==> src/design/lsa_pkg.sv <==
`default_nettype none
// ----------------------------------------------------------------------------
// lsa_pkg: shared types and codes of the LIFO stack allocator
// Holds the request and response item layouts, the stack record layout,
// the operation and status codes and the fixed datapath widths.
// ----------------------------------------------------------------------------
package lsa_pkg;

   // Width of the internal offset arithmetic. This is wide enough for the
   // fill offset plus header, worst-case padding and the largest size.
   localparam int DpWidth = 24;

   localparam int SizeWidth   = 21;
   localparam int OffsetWidth = 20;
   localparam int AlignWidth  = 4;

   // Largest supported alignment exponent.
   localparam logic [AlignWidth-1:0] MAX_ALIGN_LOG2 = 4'd12;

   // Operation codes.
   localparam logic OP_ALLOC = 1'b0;
   localparam logic OP_FREE  = 1'b1;

   // Response status codes.
   localparam logic [1:0] ST_ALLOCATED    = 2'd0;
   localparam logic [1:0] ST_ALLOC_REJECT = 2'd1;
   localparam logic [1:0] ST_FREED        = 2'd2;
   localparam logic [1:0] ST_FREE_IGNORED = 2'd3;

   // Reset value of the arena capacity register.
   localparam logic [SizeWidth-1:0] ARENA_RESET = 21'h100000;

   typedef struct packed {
      logic                   opcode;
      logic [SizeWidth-1:0]   request_bytes;
      logic [AlignWidth-1:0]  align_log2;
      logic [OffsetWidth-1:0] data_offset;
   } lsa_req_type;

   typedef struct packed {
      logic [1:0]             status;
      logic [OffsetWidth-1:0] granted_offset;
      logic [SizeWidth-1:0]   top_offset;
      logic [SizeWidth-1:0]   used_bytes;
   } lsa_rsp_type;

   // One live allocation: where it started and how many bytes it asked for.
   typedef struct packed {
      logic [SizeWidth-1:0] start;
      logic [SizeWidth-1:0] size;
   } lsa_rec_type;

   // Commands from the controller to the datapath.
   typedef struct packed {
      logic capture;   // latch the accepted request item
      logic commit;    // load the response register
      logic push;      // record a new allocation
      logic pop;       // release the most recent allocation
   } lsa_cmd_type;

   // Status from the datapath to the controller.
   typedef struct packed {
      logic alloc_ok;  // the held request is an allocate that fits
      logic free_ok;   // the held request is a free that matches the top
   } lsa_stat_type;

endpackage : lsa_pkg
`default_nettype wire

==> src/design/lsa_req_if.sv <==
`default_nettype none
// ----------------------------------------------------------------------------
// lsa_req_if: request channel of the LIFO stack allocator
// Valid/ready channel carrying one allocate or free item.
// ----------------------------------------------------------------------------
interface lsa_req_if
   import lsa_pkg::*;
   ();

   logic        valid;
   logic        ready;
   lsa_req_type payload;

   modport source (output valid, output payload, input ready);
   modport sink (input valid, input payload, output ready);

endinterface : lsa_req_if
`default_nettype wire

==> src/design/lsa_rsp_if.sv <==
`default_nettype none
// ----------------------------------------------------------------------------
// lsa_rsp_if: response channel of the LIFO stack allocator
// Valid/ready channel carrying one result item per request.
// ----------------------------------------------------------------------------
interface lsa_rsp_if
   import lsa_pkg::*;
   ();

   logic        valid;
   logic        ready;
   lsa_rsp_type payload;

   modport source (output valid, output payload, input ready);
   modport sink (input valid, input payload, output ready);

endinterface : lsa_rsp_if
`default_nettype wire

==> src/design/lsa_ctrl.sv <==
`default_nettype none
// ----------------------------------------------------------------------------
// lsa_ctrl: controller of the LIFO stack allocator
// Two-state sequencer that accepts a request, evaluates it once the
// response register is free, and owns the response valid flag.
// ----------------------------------------------------------------------------
module lsa_ctrl
   import lsa_pkg::*;
(
   input  wire logic         clock,
   input  wire logic         reset,
   input  wire logic         req_valid,
   output logic              req_ready,
   output logic              rsp_valid,
   input  wire logic         rsp_ready,
   input  wire lsa_stat_type stat,
   output lsa_cmd_type       cmd
);

   localparam logic S_IDLE = 1'b0;
   localparam logic S_EVAL = 1'b1;

   logic state_ff;
   logic state_in;
   logic rsp_valid_ff;
   logic rsp_valid_in;
   logic out_free;

   assign req_ready = (state_ff == S_IDLE);
   assign rsp_valid = rsp_valid_ff;
   assign out_free  = !rsp_valid_ff || rsp_ready;

   always_comb begin
      cmd.capture = req_valid && req_ready;
      cmd.commit  = (state_ff == S_EVAL) && out_free;
      cmd.push    = cmd.commit && stat.alloc_ok;
      cmd.pop     = cmd.commit && stat.free_ok;
   end

   always_comb begin
      state_in = state_ff;
      unique case (state_ff)
         S_IDLE: begin
            if (cmd.capture) begin
               state_in = S_EVAL;
            end
         end
         S_EVAL: begin
            if (out_free) begin
               state_in = S_IDLE;
            end
         end
         default: begin
            state_in = S_IDLE;
         end
      endcase
   end

   always_comb begin
      if (cmd.commit) begin
         rsp_valid_in = 1'b1;
      end else if (rsp_ready) begin
         rsp_valid_in = 1'b0;
      end else begin
         rsp_valid_in = rsp_valid_ff;
      end
   end

   always_ff @(posedge clock) begin
      if (reset) begin
         state_ff     <= S_IDLE;
         rsp_valid_ff <= 1'b0;
      end else begin
         state_ff     <= state_in;
         rsp_valid_ff <= rsp_valid_in;
      end
   end

   // A committed evaluation always presents a response on the next cycle.
   a_commit_shows: assert property (@(posedge clock) disable iff (reset)
      cmd.commit |=> rsp_valid_ff)
      else $error("commit did not raise the response valid flag");

   // The datapath never reports a fitting allocate and a matching free at once.
   a_stat_excl: assert property (@(posedge clock) disable iff (reset)
      !(stat.alloc_ok && stat.free_ok))
      else $error("allocate and free both reported successful");

   // Every accepted item puts the controller in its evaluate state in the following cycle.
   a_capture_eval: assert property (@(posedge clock) disable iff (reset)
      cmd.capture |=> (state_ff == S_EVAL))
      else $error("accepted item was not evaluated");

endmodule : lsa_ctrl
`default_nettype wire

==> src/design/lsa_dp.sv <==
`default_nettype none
// ----------------------------------------------------------------------------
// lsa_dp: datapath of the LIFO stack allocator
// Holds the capacity register, fill offset, live byte total, the record
// stack memory and the response register, and evaluates one request.
// ----------------------------------------------------------------------------
module lsa_dp
   import lsa_pkg::*;
#(
   parameter int HEADER_BYTES = 8,
   parameter int MAX_LIVE     = 64,
   parameter int ADDR_BITS    = 20
) (
   input  wire logic                 clock,
   input  wire logic                 reset,
   input  wire logic                 csr_we,
   input  wire logic [SizeWidth-1:0] csr_wdata,
   input  wire lsa_req_type          req_item,
   input  wire lsa_cmd_type          cmd,
   output lsa_stat_type              stat,
   output lsa_rsp_type               rsp_item
);

   localparam int CntWidth = $clog2(MAX_LIVE + 1);
   localparam int IdxWidth = (MAX_LIVE > 1) ? $clog2(MAX_LIVE) : 1;
   // The arena register never exceeds 2^21, so any limit at or above 2^22
   // behaves the same as no limit at all.
   localparam int LimLog2 = (ADDR_BITS > 22) ? 22 : ADDR_BITS;
   localparam logic [DpWidth-1:0] ADDR_LIMIT = DpWidth'(1) << LimLog2;
   localparam logic [DpWidth-1:0] HDR_LEN    = DpWidth'(HEADER_BYTES);

   logic [SizeWidth-1:0] arena_ff;
   logic [SizeWidth-1:0] fill_ff;
   logic [SizeWidth-1:0] fill_in;
   logic [SizeWidth-1:0] live_ff;
   logic [SizeWidth-1:0] live_in;
   logic [CntWidth-1:0]  count_ff;
   logic [CntWidth-1:0]  count_in;
   lsa_req_type          req_ff;
   lsa_rec_type          rec_rd_ff;
   lsa_rsp_type          rsp_ff;
   lsa_rsp_type          rsp_in;

   lsa_rec_type rec_mem [MAX_LIVE];

   logic [CntWidth-1:0]  count_dec;
   logic [IdxWidth-1:0]  top_idx;
   logic [IdxWidth-1:0]  push_idx;
   logic [DpWidth-1:0]   capacity;
   logic [DpWidth-1:0]   after_hdr;
   logic [DpWidth-1:0]   align_mask;
   logic [DpWidth-1:0]   aligned;
   logic [DpWidth-1:0]   alloc_end;
   logic                 alloc_legal;
   logic [SizeWidth:0]   free_sum;

   assign count_dec = count_ff - CntWidth'(1);
   assign top_idx   = count_dec[IdxWidth-1:0];
   assign push_idx  = count_ff[IdxWidth-1:0];

   assign capacity = ({3'b000, arena_ff} < ADDR_LIMIT) ? {3'b000, arena_ff} : ADDR_LIMIT;

   // Allocate: header after the fill offset, round up, then the data.
   assign after_hdr   = {3'b000, fill_ff} + HDR_LEN;
   assign align_mask  = (DpWidth'(1) << req_ff.align_log2) - DpWidth'(1);
   assign aligned     = (after_hdr + align_mask) & ~align_mask;
   assign alloc_end   = aligned + {3'b000, req_ff.request_bytes};
   assign alloc_legal = (req_ff.request_bytes != '0) &&
                        (req_ff.align_log2 <= MAX_ALIGN_LOG2) &&
                        (count_ff < CntWidth'(MAX_LIVE));

   // Free: the block must end exactly at the fill offset.
   assign free_sum = {2'b00, req_ff.data_offset} + {1'b0, rec_rd_ff.size};

   always_comb begin
      stat.alloc_ok = (req_ff.opcode == OP_ALLOC) && alloc_legal &&
                      (alloc_end <= capacity);
      stat.free_ok  = (req_ff.opcode == OP_FREE) && (count_ff != '0) &&
                      (free_sum == {1'b0, fill_ff});
   end

   always_comb begin
      fill_in  = fill_ff;
      live_in  = live_ff;
      count_in = count_ff;
      if (cmd.push) begin
         fill_in  = alloc_end[SizeWidth-1:0];
         live_in  = live_ff + req_ff.request_bytes;
         count_in = count_ff + CntWidth'(1);
      end else if (cmd.pop) begin
         fill_in  = rec_rd_ff.start;
         live_in  = live_ff - rec_rd_ff.size;
         count_in = count_dec;
      end
   end

   always_comb begin
      rsp_in.granted_offset = '0;
      if (req_ff.opcode == OP_ALLOC) begin
         if (stat.alloc_ok) begin
            rsp_in.status         = ST_ALLOCATED;
            rsp_in.granted_offset = aligned[OffsetWidth-1:0];
         end else begin
            rsp_in.status = ST_ALLOC_REJECT;
         end
      end else begin
         rsp_in.status = stat.free_ok ? ST_FREED : ST_FREE_IGNORED;
      end
      rsp_in.top_offset = fill_in;
      rsp_in.used_bytes = live_in;
   end

   always_ff @(posedge clock) begin
      if (reset) begin
         arena_ff <= ARENA_RESET;
         fill_ff  <= '0;
         live_ff  <= '0;
         count_ff <= '0;
      end else begin
         if (csr_we) begin
            arena_ff <= csr_wdata;
         end
         fill_ff  <= fill_in;
         live_ff  <= live_in;
         count_ff <= count_in;
      end
   end

   always_ff @(posedge clock) begin
      if (cmd.capture) begin
         req_ff <= req_item;
      end
      if (cmd.commit) begin
         rsp_ff <= rsp_in;
      end
   end

   // Record stack: one write port, one registered read of the top entry.
   always_ff @(posedge clock) begin
      if (cmd.push) begin
         rec_mem[push_idx] <= '{start: fill_ff, size: req_ff.request_bytes};
      end
      rec_rd_ff <= rec_mem[top_idx];
   end

   assign rsp_item = rsp_ff;

   a_count_bound: assert property (@(posedge clock) disable iff (reset)
      count_ff <= CntWidth'(MAX_LIVE))
      else $error("record count above the stack depth");

   a_push_count: assert property (@(posedge clock) disable iff (reset)
      cmd.push |=> (count_ff == $past(count_ff) + CntWidth'(1)))
      else $error("allocation did not grow the record stack");

   a_fill_fits: assert property (@(posedge clock) disable iff (reset)
      cmd.push |=> ({3'b000, fill_ff} <= $past(capacity)))
      else $error("fill offset beyond usable capacity after allocation");

endmodule : lsa_dp
`default_nettype wire

==> src/design/lifo_stack_allocator.sv <==
`default_nettype none
// ----------------------------------------------------------------------------
// lifo_stack_allocator: bump allocator over a byte arena with LIFO free
// An allocate places a header at the fill offset, aligns the data to a
// power of two and bumps the fill offset if everything fits; a free of the
// most recent allocation rolls the fill offset back to that allocation's
// start. One response item is returned for every request item.
//
//   Channel    Direction  Handshake        Carries
//   req_bus    in         valid / ready    opcode, size, alignment, offset
//   rsp_bus    out        valid / ready    status, granted, top, used bytes
//   csr_*      in         write enable     arena capacity in bytes
//
// Each item is first accepted while the top record of the stack memory is
// read into a register, then evaluated, which loads the response register.
// The registered read of the record stack memory is the reason for this split.
// After reset the arena is 1048576 bytes and no allocation is live; the
// record memory needs no clearing since only live entries are used.
// A response waiting on rsp_bus does not block accepting the next item;
// the evaluation of that item waits until the response register is free.
// ----------------------------------------------------------------------------
module lifo_stack_allocator
   import lsa_pkg::*;
#(
   parameter int HEADER_BYTES = 8,
   parameter int MAX_LIVE     = 64,
   parameter int ADDR_BITS    = 20
) (
   input  wire logic                 clock,
   input  wire logic                 reset,
   lsa_req_if.sink                   req_bus,
   lsa_rsp_if.source                 rsp_bus,
   input  wire logic                 csr_we,
   input  wire logic [SizeWidth-1:0] csr_wdata
);

   // Commands flow from the sequencer to the datapath, outcomes flow back.
   lsa_cmd_type  cmd;
   lsa_stat_type stat;
   logic         req_ready;
   logic         rsp_valid;

   lsa_ctrl u_ctrl (
      .clock     (clock),
      .reset     (reset),
      .req_valid (req_bus.valid),
      .req_ready (req_ready),
      .rsp_valid (rsp_valid),
      .rsp_ready (rsp_bus.ready),
      .stat      (stat),
      .cmd       (cmd)
   );

   lsa_dp #(
      .HEADER_BYTES (HEADER_BYTES),
      .MAX_LIVE     (MAX_LIVE),
      .ADDR_BITS    (ADDR_BITS)
   ) u_dp (
      .clock     (clock),
      .reset     (reset),
      .csr_we    (csr_we),
      .csr_wdata (csr_wdata),
      .req_item  (req_bus.payload),
      .cmd       (cmd),
      .stat      (stat),
      .rsp_item  (rsp_bus.payload)
   );

   // The handshake flags live in the controller; the payload register lives
   // in the datapath and only changes when the controller commits.
   assign req_bus.ready = req_ready;
   assign rsp_bus.valid = rsp_valid;

endmodule : lifo_stack_allocator
`default_nettype wire

==> src/flat_wrapper.sv <==
// flat-port wrapper written by rule: the top's interface ports become plain ports
module lifo_stack_allocator_flat import lsa_pkg::*;
#(
   parameter int HEADER_BYTES = 8,
   parameter int MAX_LIVE     = 64,
   parameter int ADDR_BITS    = 20
)
  (clock, reset, csr_we, csr_wdata, req_bus_valid, req_bus_payload, req_bus_ready, rsp_bus_valid, rsp_bus_payload, rsp_bus_ready);
  lsa_req_if req_bus_i ();
  lsa_rsp_if rsp_bus_i ();
  input  wire logic clock;
  input  wire logic reset;
  input  wire logic csr_we;
  input  wire logic [SizeWidth-1:0] csr_wdata;
  input wire logic [$bits(req_bus_i.valid)-1:0] req_bus_valid;
  input wire logic [$bits(req_bus_i.payload)-1:0] req_bus_payload;
  output wire logic [$bits(req_bus_i.ready)-1:0] req_bus_ready;
  output wire logic [$bits(rsp_bus_i.valid)-1:0] rsp_bus_valid;
  output wire logic [$bits(rsp_bus_i.payload)-1:0] rsp_bus_payload;
  input wire logic [$bits(rsp_bus_i.ready)-1:0] rsp_bus_ready;
  assign req_bus_i.valid = req_bus_valid;
  assign req_bus_i.payload = req_bus_payload;
  assign req_bus_ready = req_bus_i.ready;
  assign rsp_bus_valid = rsp_bus_i.valid;
  assign rsp_bus_payload = rsp_bus_i.payload;
  assign rsp_bus_i.ready = rsp_bus_ready;
  lifo_stack_allocator #(.HEADER_BYTES(HEADER_BYTES), .MAX_LIVE(MAX_LIVE), .ADDR_BITS(ADDR_BITS)) u_core (.clock(clock), .reset(reset), .req_bus(req_bus_i), .rsp_bus(rsp_bus_i), .csr_we(csr_we), .csr_wdata(csr_wdata));
endmodule
==> config.mk <==
export PLATFORM = sky130hd
export DESIGN_NAME = lifo_stack_allocator_flat
export DESIGN_NICKNAME = d
export VERILOG_FILES = /design/src/design/lsa_pkg.sv /design/src/design/lsa_req_if.sv /design/src/design/lsa_rsp_if.sv /design/src/design/lsa_ctrl.sv /design/src/design/lsa_dp.sv /design/src/design/lifo_stack_allocator.sv /design/src/flat_wrapper.sv
export SDC_FILE = /design/constraint.sdc
export NUM_CORES = 2
export LEC_CHECK = 0
export BUFFER_PORTS_ARGS = -buffer_cell sky130_fd_sc_hd__buf_2
export CAP_MARGIN = 20
export CORE_ASPECT_RATIO = 0.8
export CORE_MARGIN = 10
export CORE_UTILIZATION = 63
export CTS_CLUSTER_SIZE = 10
export DETAILED_ROUTE_END_ITERATION = 12
export GPL_TIMING_DRIVEN = 0
export PLACE_DENSITY = 0.79
export SLEW_MARGIN = 20
export SYNTH_ARGS = -nofsm -noshare
export SYNTH_HDL_FRONTEND = slang
export SYNTH_SLANG_ARGS = --single-unit
==> constraint.sdc <==
create_clock -name clock -period 15.15 [get_ports clock]
set_clock_uncertainty 0.15 [all_clocks]
set_input_delay 0.7575 -clock clock [delete_from_list [all_inputs] [get_ports clock]]
set_output_delay 0.7575 -clock clock [all_outputs]
set_load 0.05 [all_outputs]
### Yosys cells after proc, flatten, opt, wreduce, memory -nomap -nowiden

Memories as Yosys holds them, arrays and structs flattened. A register that Yosys moved wholly into a read port is not among the register bits.
Cells that the tools add are included.

* word-level logic and storage cells: 69
* input bits: 72
* register bits after elaboration: 182
* memories: 1
* output and inout port bits: 66
* bits in writable memories: 2688

* magnitude comparators: 4
* multiplexer cells: 17
* $add $sub $neg: 9
* shifts and indexed selects: 1
* reductions and logical operators: 17
* eq/ne operators: 1
* bitwise operators: 5

Memories
* u_core.u_dp.rec_mem: depth 64, width 42, rd ports 1, clocked after Yosys merged registers in 1, write ports 1, line lsa_dp.sv:44 `lsa_rec_type rec_mem [MAX_LIVE];`

Operators by type and width (number)
* two-way mux 21 bit: 5
* adder 22 x 24 -> 24 bit: 1
* adder 24 x 21 -> 24 bit: 1
* bitwise AND 24 bit: 1
* <= comparator 24 x 21 -> 1 bit: 1
* NOT 24 bit: 1
* << shifter 1 x 4 -> 24 bit (first input constant): 1
* subtractor 24 x 2 -> 24 bit (second input constant): 1
* adder 20 x 21 -> 22 bit: 1
* adder 21 x 4 -> 22 bit (second input constant): 1
* equality test 22 x 21 -> 1 bit: 1
* adder 21 bit: 1
* < comparator 21 bit (second input constant): 1
* nonzero test 21 bit: 1
* subtractor 21 bit: 1
* two-way mux 7 bit: 2
* logical AND 1 bit: 10
* two-way mux 1 bit: 8
* adder 7 x 1 -> 7 bit (second input constant): 1
* < comparator 7 bit (second input constant): 1
* nonzero test 7 bit: 1
* subtractor 7 x 1 -> 7 bit (second input constant): 1
* <= comparator 4 bit (second input constant): 1
* nonzero test 2 bit: 2
* 6 further kinds: 8

### Depth between registers and ports, before layout

* word-level depth: 10
* depth in mapped cells: 39
* gate-level depth less buffers: 36

### Modules after synthesis

From an unflattened synthesis, not the netlist that was laid out.

* cell total of the unflattened synthesis: 5546
* area, all modules: 116138.9 um^2

By module, submodules not included
* lsa_dp: area each 116028.8 um^2, cells each 5534, times used 1
* lsa_ctrl: area each 110.1 um^2, cells each 12, times used 1

### Worst setup path after synthesis

Ideal clock, no wire load.

* kind: flip-flop to flip-flop
* start: reg u_core.u_dp.req_ff[23] in the netlist's numbering
* end: mem u_core.u_dp.rec_mem[32][0] in the netlist's numbering (enable)
* data arrival time: 11.055 ns
* path slack: 3.399 ns
* required time: 14.454 ns
* path buffers: 4
* stages on the path, launching flop included: 40
* period minus slack after synthesis: 11.751 ns
* cell sequence: edfxtp_1 > clkbuf_1 > nor2_1 > nand2_1 > ha_1 > clkbuf_1 > xnor2_1 > inv_1 > ha_1 > fa_1 > a211oi_1 > o21bai_1 > a21oi_1 > o21bai_1 > a21oi_1 > o21bai_1 > a21oi_1 > xor2_1 > [... 4 more ...] > nor2b_1 > nand3_1 > a21oi_1 > o21bai_1 > a21oi_1 > xnor2_1 > ha_1 > a21oi_1 > nor2b_1 > o21ai_0 > nand2b_1 > a221oi_1 > o2111ai_1 > nor4_2 > nand2_1 > clkbuf_1 > clkbuf_1 > nor4_1

* word-level cells in the longest chain between the ends: 10
* elaborated cells on any way between the ends: 15

Ends and longest elaborated chain
* start: declaration: line lsa_dp.sv:39 `lsa_req_type req_ff;`
* start signal: assignment: line lsa_dp.sv:131 `req_ff <= req_item;`
* << shifter 1 x 4 -> 24 bit *: line lsa_dp.sv:65 `assign align_mask = (DpWidth'(1) << req_ff.align_log2) - DpWidth'(1);`
* subtractor 24 x 2 -> 24 bit *: line lsa_dp.sv:65
* adder 22 x 24 -> 24 bit or NOT 24 bit (tied branches): line lsa_dp.sv:66 `assign aligned = (after_hdr + align_mask) & ~align_mask;`
* bitwise AND 24 bit *: line lsa_dp.sv:66
* via u_core.u_dp.aligned[11]: line lsa_dp.sv:52 `logic [DpWidth-1:0] aligned;`
* adder 24 x 21 -> 24 bit *: line lsa_dp.sv:67 `assign alloc_end = aligned + {3'b000, req_ff.request_bytes};`
* <= comparator 24 x 21 -> 1 bit *: line lsa_dp.sv:77 `(alloc_end <= capacity);`
* logical AND 1 bit *: line lsa_dp.sv:76 `stat.alloc_ok = (req_ff.opcode == OP_ALLOC) && alloc_legal &&`
* logical AND 1 bit *: line lsa_ctrl.sv:36 `cmd.push = cmd.commit && stat.alloc_ok;`
* two-way mux 1 bit *: line lsa_dp.sv:140 `if (cmd.push) begin`
* two-way mux 1 bit (not written as such) *: line lsa_dp.sv:141 `rec_mem[push_idx] <= '{start: fill_ff, size: req_ff.request_bytes};`
* end: declaration: line lsa_dp.sv:44

Mark *: on every way through the listed nets, which the timed path passes. The rest lies on a longest branch.

### Final worst setup path

* start: reg u_core.u_dp.req_ff[23] in the netlist's numbering
* end: mem u_core.u_dp.rec_mem[38][32] in the netlist's numbering (enable)

Same word-level chain as after synthesis.

==> key figures <==
Routing
  • Routed Antenna Nets: 0
  • Avg Vias per Cell: 7.64
  • First-pass iteration count of the detailed router: 6
  • Vias: 68900
  • DR DRC count: 0
  • Drt wl/cell: 42.6 um
  • Initial drt markers: 13100
  • WL final: 385000 um

Clock network
  • Maximum clock path buffer count: 4
  • CTS clk-pin slew, worst paths: 0.05 ns
  • # clock sinks: 2912
  • Worst-skew pair later-pin latency: 0.97 ns
  • Setup Fix Bufs, Post-CTS: 0
  • PostCTS Resize Cnt: 0
  • CTS Root Cell: clkbuf_16
  • CTS H-tree depth: 5
  • Num CTS Buffers: 342
  • CTS tree: done
  • Hold_buf cts: 69

Place
  • Port bufs: 136
  • Pre-CTS WS: 3.11 ns
  • DP Area: 126000 um^2
  • Placed insts: 8506
  • DP Wirelength: 238000 um
  • Routability cong.: 1.02

Global routing
  • GRT Util Overall: 37.8%
  • First-pass GRT wire length: 533000 um
  • Pin count of the biggest net entering global routing: 71
  • Vias in the first global route: 67800
  • Gr ovfl total: 0
  • Initial antenna violation count: 60

Critical path
  • Reg-to-Reg End: u_core.u_dp.rec_mem[38][32]
  • Crit-path slowest cell: nor4_2
  • Slowest Stage Delay on Critical Path: 1.02 ns
  • Worst Path Max Fanout: 10
  • Reg2Reg Setup Slack: 2.05 ns
  • Crit start category: flop
  • Worst Reg-to-Reg Cells: 38
  • Data required time of the critical path: 15.61 ns
  • Buf/Inv on CP: 9
  • Worst endpoint data arrival time: 13.56 ns
  • Kind of critical path: flop to flop
  • Crit path capture: u_core.u_dp.rec_mem[38][32]
  • Crit path depth: 38
  • Worst setup path start: u_core.u_dp.req_ff[23]
  • CP top delay family: simple AND/OR/NAND/NOR gates
  • Most used cell, CP: ha_1
  • Reg2Reg Launch Point: u_core.u_dp.req_ff[23]
  • Critical Path End Type: flop

Final layout
  • Synth-to-Final Area Change: 16.4%
  • Cell area after layout: 136000 um^2
  • Fin nets: 6716
  • Share of cells above drive strength 1: 33.1%
  • Final core utilization: 73.6%
  • Non-Filler Instances: 9027

Timing
  • Final Hold Viols: 0
  • PnR worst setup slack: 2.05 ns
  • Max-slew violation count: 0
  • Max Clock Freq: 76.4 MHz
  • Slew @ Worst Pin: 1.25 ns
  • Minimum clock period: 13.10 ns
  • Slew headroom: 16.5%
  • Final setup violation count: 0
  • Final worst-path cycle share: 86.4%
  • RSZ-0062 raised after global routing: false

Logic synthesis
  • Mapped Cells: 5396
  • Yosys Warn Count: 0
  • Mapped cell area: 117000 um^2
  • Distinct cells, synth: 93
  • Asr flop ratio synth: 0%
  • #FFs+latches synth: 2912
  • Top FF cell, synth: edfxtp_1
  • Synthesized area per cell: 21.6 um^2
  • Sequential area share after synthesis: 74.0%
  • Post-synth EDFFs: 2798

Pwr
  • P_leak: 45.8 nW
  • Pwr/cell area: 128 nW/um^2
  • Peak supply drop: 131 uV

Die
  • Die X: 501 um
  • Rows: 141
  • Die area: 203000 um^2
  • Die Y: 405 um
  • # IOs: 138
  • Initial core utilization: 63.3%
  • Core Region: 184000 um^2

Hold path
  • Min-delay src: csr_we
  • Worst Hold Class: input port to flop

Status
  • Status: finished clean

Flow run
  • Max-Cap Viols: 0
[layer usage]
metal / track usage [%] / part of all wire, % / vias to the layer above
met2: 57.8 / 46 / 7455
met4: 19.4 / 6.7 / 60
met5: 0 / 0.13 / -
met1: 48.1 / 32 / 34700
li1: - / - / 24900
met3: 13.8 / 15 / 1801
[Yosys cell counts, drive strengths merged, types with 13 or more instances]
library cell | instances | area share (%)
nand3 | 27 | 0.12
inv | 64 | 0.21
edfxtp | 2798 | 72
a21oi | 131 | 0.56
buf | 84 | 0.36
o21a | 30 | 0.19
nand2b | 14 | 0.075
ha | 147 | 1.6
a211oi | 57 | 0.52
a21o | 36 | 0.23
clkbuf | 185 | 0.62
nor4 | 49 | 0.27
xor2 | 32 | 0.24
nand4 | 15 | 0.080
o21bai | 13 | 0.084
dfxtp | 114 | 2.0
and2 | 14 | 0.075
nor2 | 156 | 0.50
mux4 | 882 | 17
nand2 | 90 | 0.29
nor2b | 20 | 0.11
and3 | 26 | 0.14
o211ai | 13 | 0.088
mux2i | 63 | 0.54
nor3 | 71 | 0.31
xnor2 | 58 | 0.44
o21ai | 73 | 0.32
[kinds of logic (layout without fill, tap and decap cells)]
logic type / Yosys count / count (layout) / share of synthesized area (%)
AO/OA/AOI/OAI: 426 / 426 / 2.53
XOR/XNOR: 91 / 91 / 0.696
adder cells (fa/ha/maj): 152 / 152 / 1.66
buffers and inverters: 336 / 1501 / 1.21
flip-flops: 2912 / 2912 / 74.0
multiplexers: 950 / 950 / 17.6
other: 1 / 36 / 0.00322
AND/OR/NAND/NOR: 528 / 528 / 2.28
[how the worst min path moves through the flow]
| stage | to | slack (ns) | cells past startpoint |
|---|---|---|---|
| CTS | u_core.u_dp.arena_ff[1] | 0.02 | 3 |
| detailed placement | u_core.u_dp.arena_ff[0] | 0.33 | 2 |
| global route | u_core.u_dp.arena_ff[0] | 0.09 | 3 |
| finish | u_core.u_dp.arena_ff[1] | 0.07 | 3 |
| global placement | u_core.u_dp.arena_ff[0] | 0.34 | 2 |
| floorplan | u_core.u_dp.rsp_item[63] | 0.29 | 0 |
[area by class of cell]
cell class | count | area (um^2)
Antenna cell | 30 | 75.1
Inverter | 65 | 249
Tap cell | 2431 | 3040
Fill cell | 9410 | 48600
Sequential cell | 2912 | 86400
Buffer | 271 | 1270
Timing Repair Buffer | 747 | 6270
Multi-Input combinational cell | 2153 | 29300
Clock buffer | 409 | 9020
Clock inverter | 9 | 61.3
[placed cells by master (no fill, tap or decap), types with 57 or more instances in the layout]
| master | synthesis | layout |
|---|---|---|
| mux2i_1 | 63 | 63 |
| buf_2 | 3 | 351 |
| edfxtp_1 | 2798 | 2798 |
| clkbuf_2 | 2 | 74 |
| nor2_1 | 156 | 149 |
| ha_1 | 147 | 147 |
| clkbuf_16 | 0 | 352 |
| dfxtp_1 | 114 | 93 |
| buf_4 | 1 | 210 |
| a21oi_1 | 131 | 131 |
| xnor2_1 | 58 | 57 |
| clkbuf_1 | 180 | 199 |
| o21ai_0 | 69 | 69 |
| nand2_1 | 89 | 89 |
| mux4_2 | 882 | 882 |
| inv_1 | 64 | 64 |
| dlygate4sd3_1 | 1 | 70 |
[metrics by stage]
| stage | hold WS, ns | TNS, ns | total power, mW |
|---|---|---|---|
| detailed placement | 0.325 | 0 | 10.2 |
| global route | 0.0947 | 0 | 17.7 |
| floorplan | 0.294 | 0 | 9.75 |
| finish | 0.0745 | 0 | 17.4 |
| CTS | 0.0204 | 0 | 17.3 |
| global placement | 0.337 | -6703.30 | 10.1 |
[sequential cells by signal, indices dropped and copies added (netlist names), 7 cells and up]
| register | count |
|---|---|
| u_core.u_dp.rsp_item | 64 |
| u_core.u_dp.fill_ff | 21 |
| u_core.u_dp.rec_mem | 2688 |
| u_core.u_dp.req_ff | 46 |
| u_core.u_dp.count_ff | 7 |
| u_core.u_dp.arena_ff | 21 |
| u_core.u_dp.live_ff | 21 |
| u_core.u_dp.rec_rd_ff | 42 |
[worst register-to-register path, delay by kind of cell (launching register included)]
family	cells	cell delay (ns)
adder cells (fa/ha/maj)	5	1.45
buffers and inverters	9	2.58
XOR/XNOR	2	0.68
AO/OA/AOI/OAI	8	2.42
flip-flops	1	0.53
AND/OR/NAND/NOR	14	4.98
[report_power, final]
group	total [mW]	switching (mW)	internal (mW)	leakage, nW
registers	8.93	0.0698	8.86	27.9
clock network	7.24	3.12	4.12	4.44
logic	1.20	0.766	0.429	13.5
total	17.4	3.95	13.4	45.8
Power figures use the tool's default switching activity.
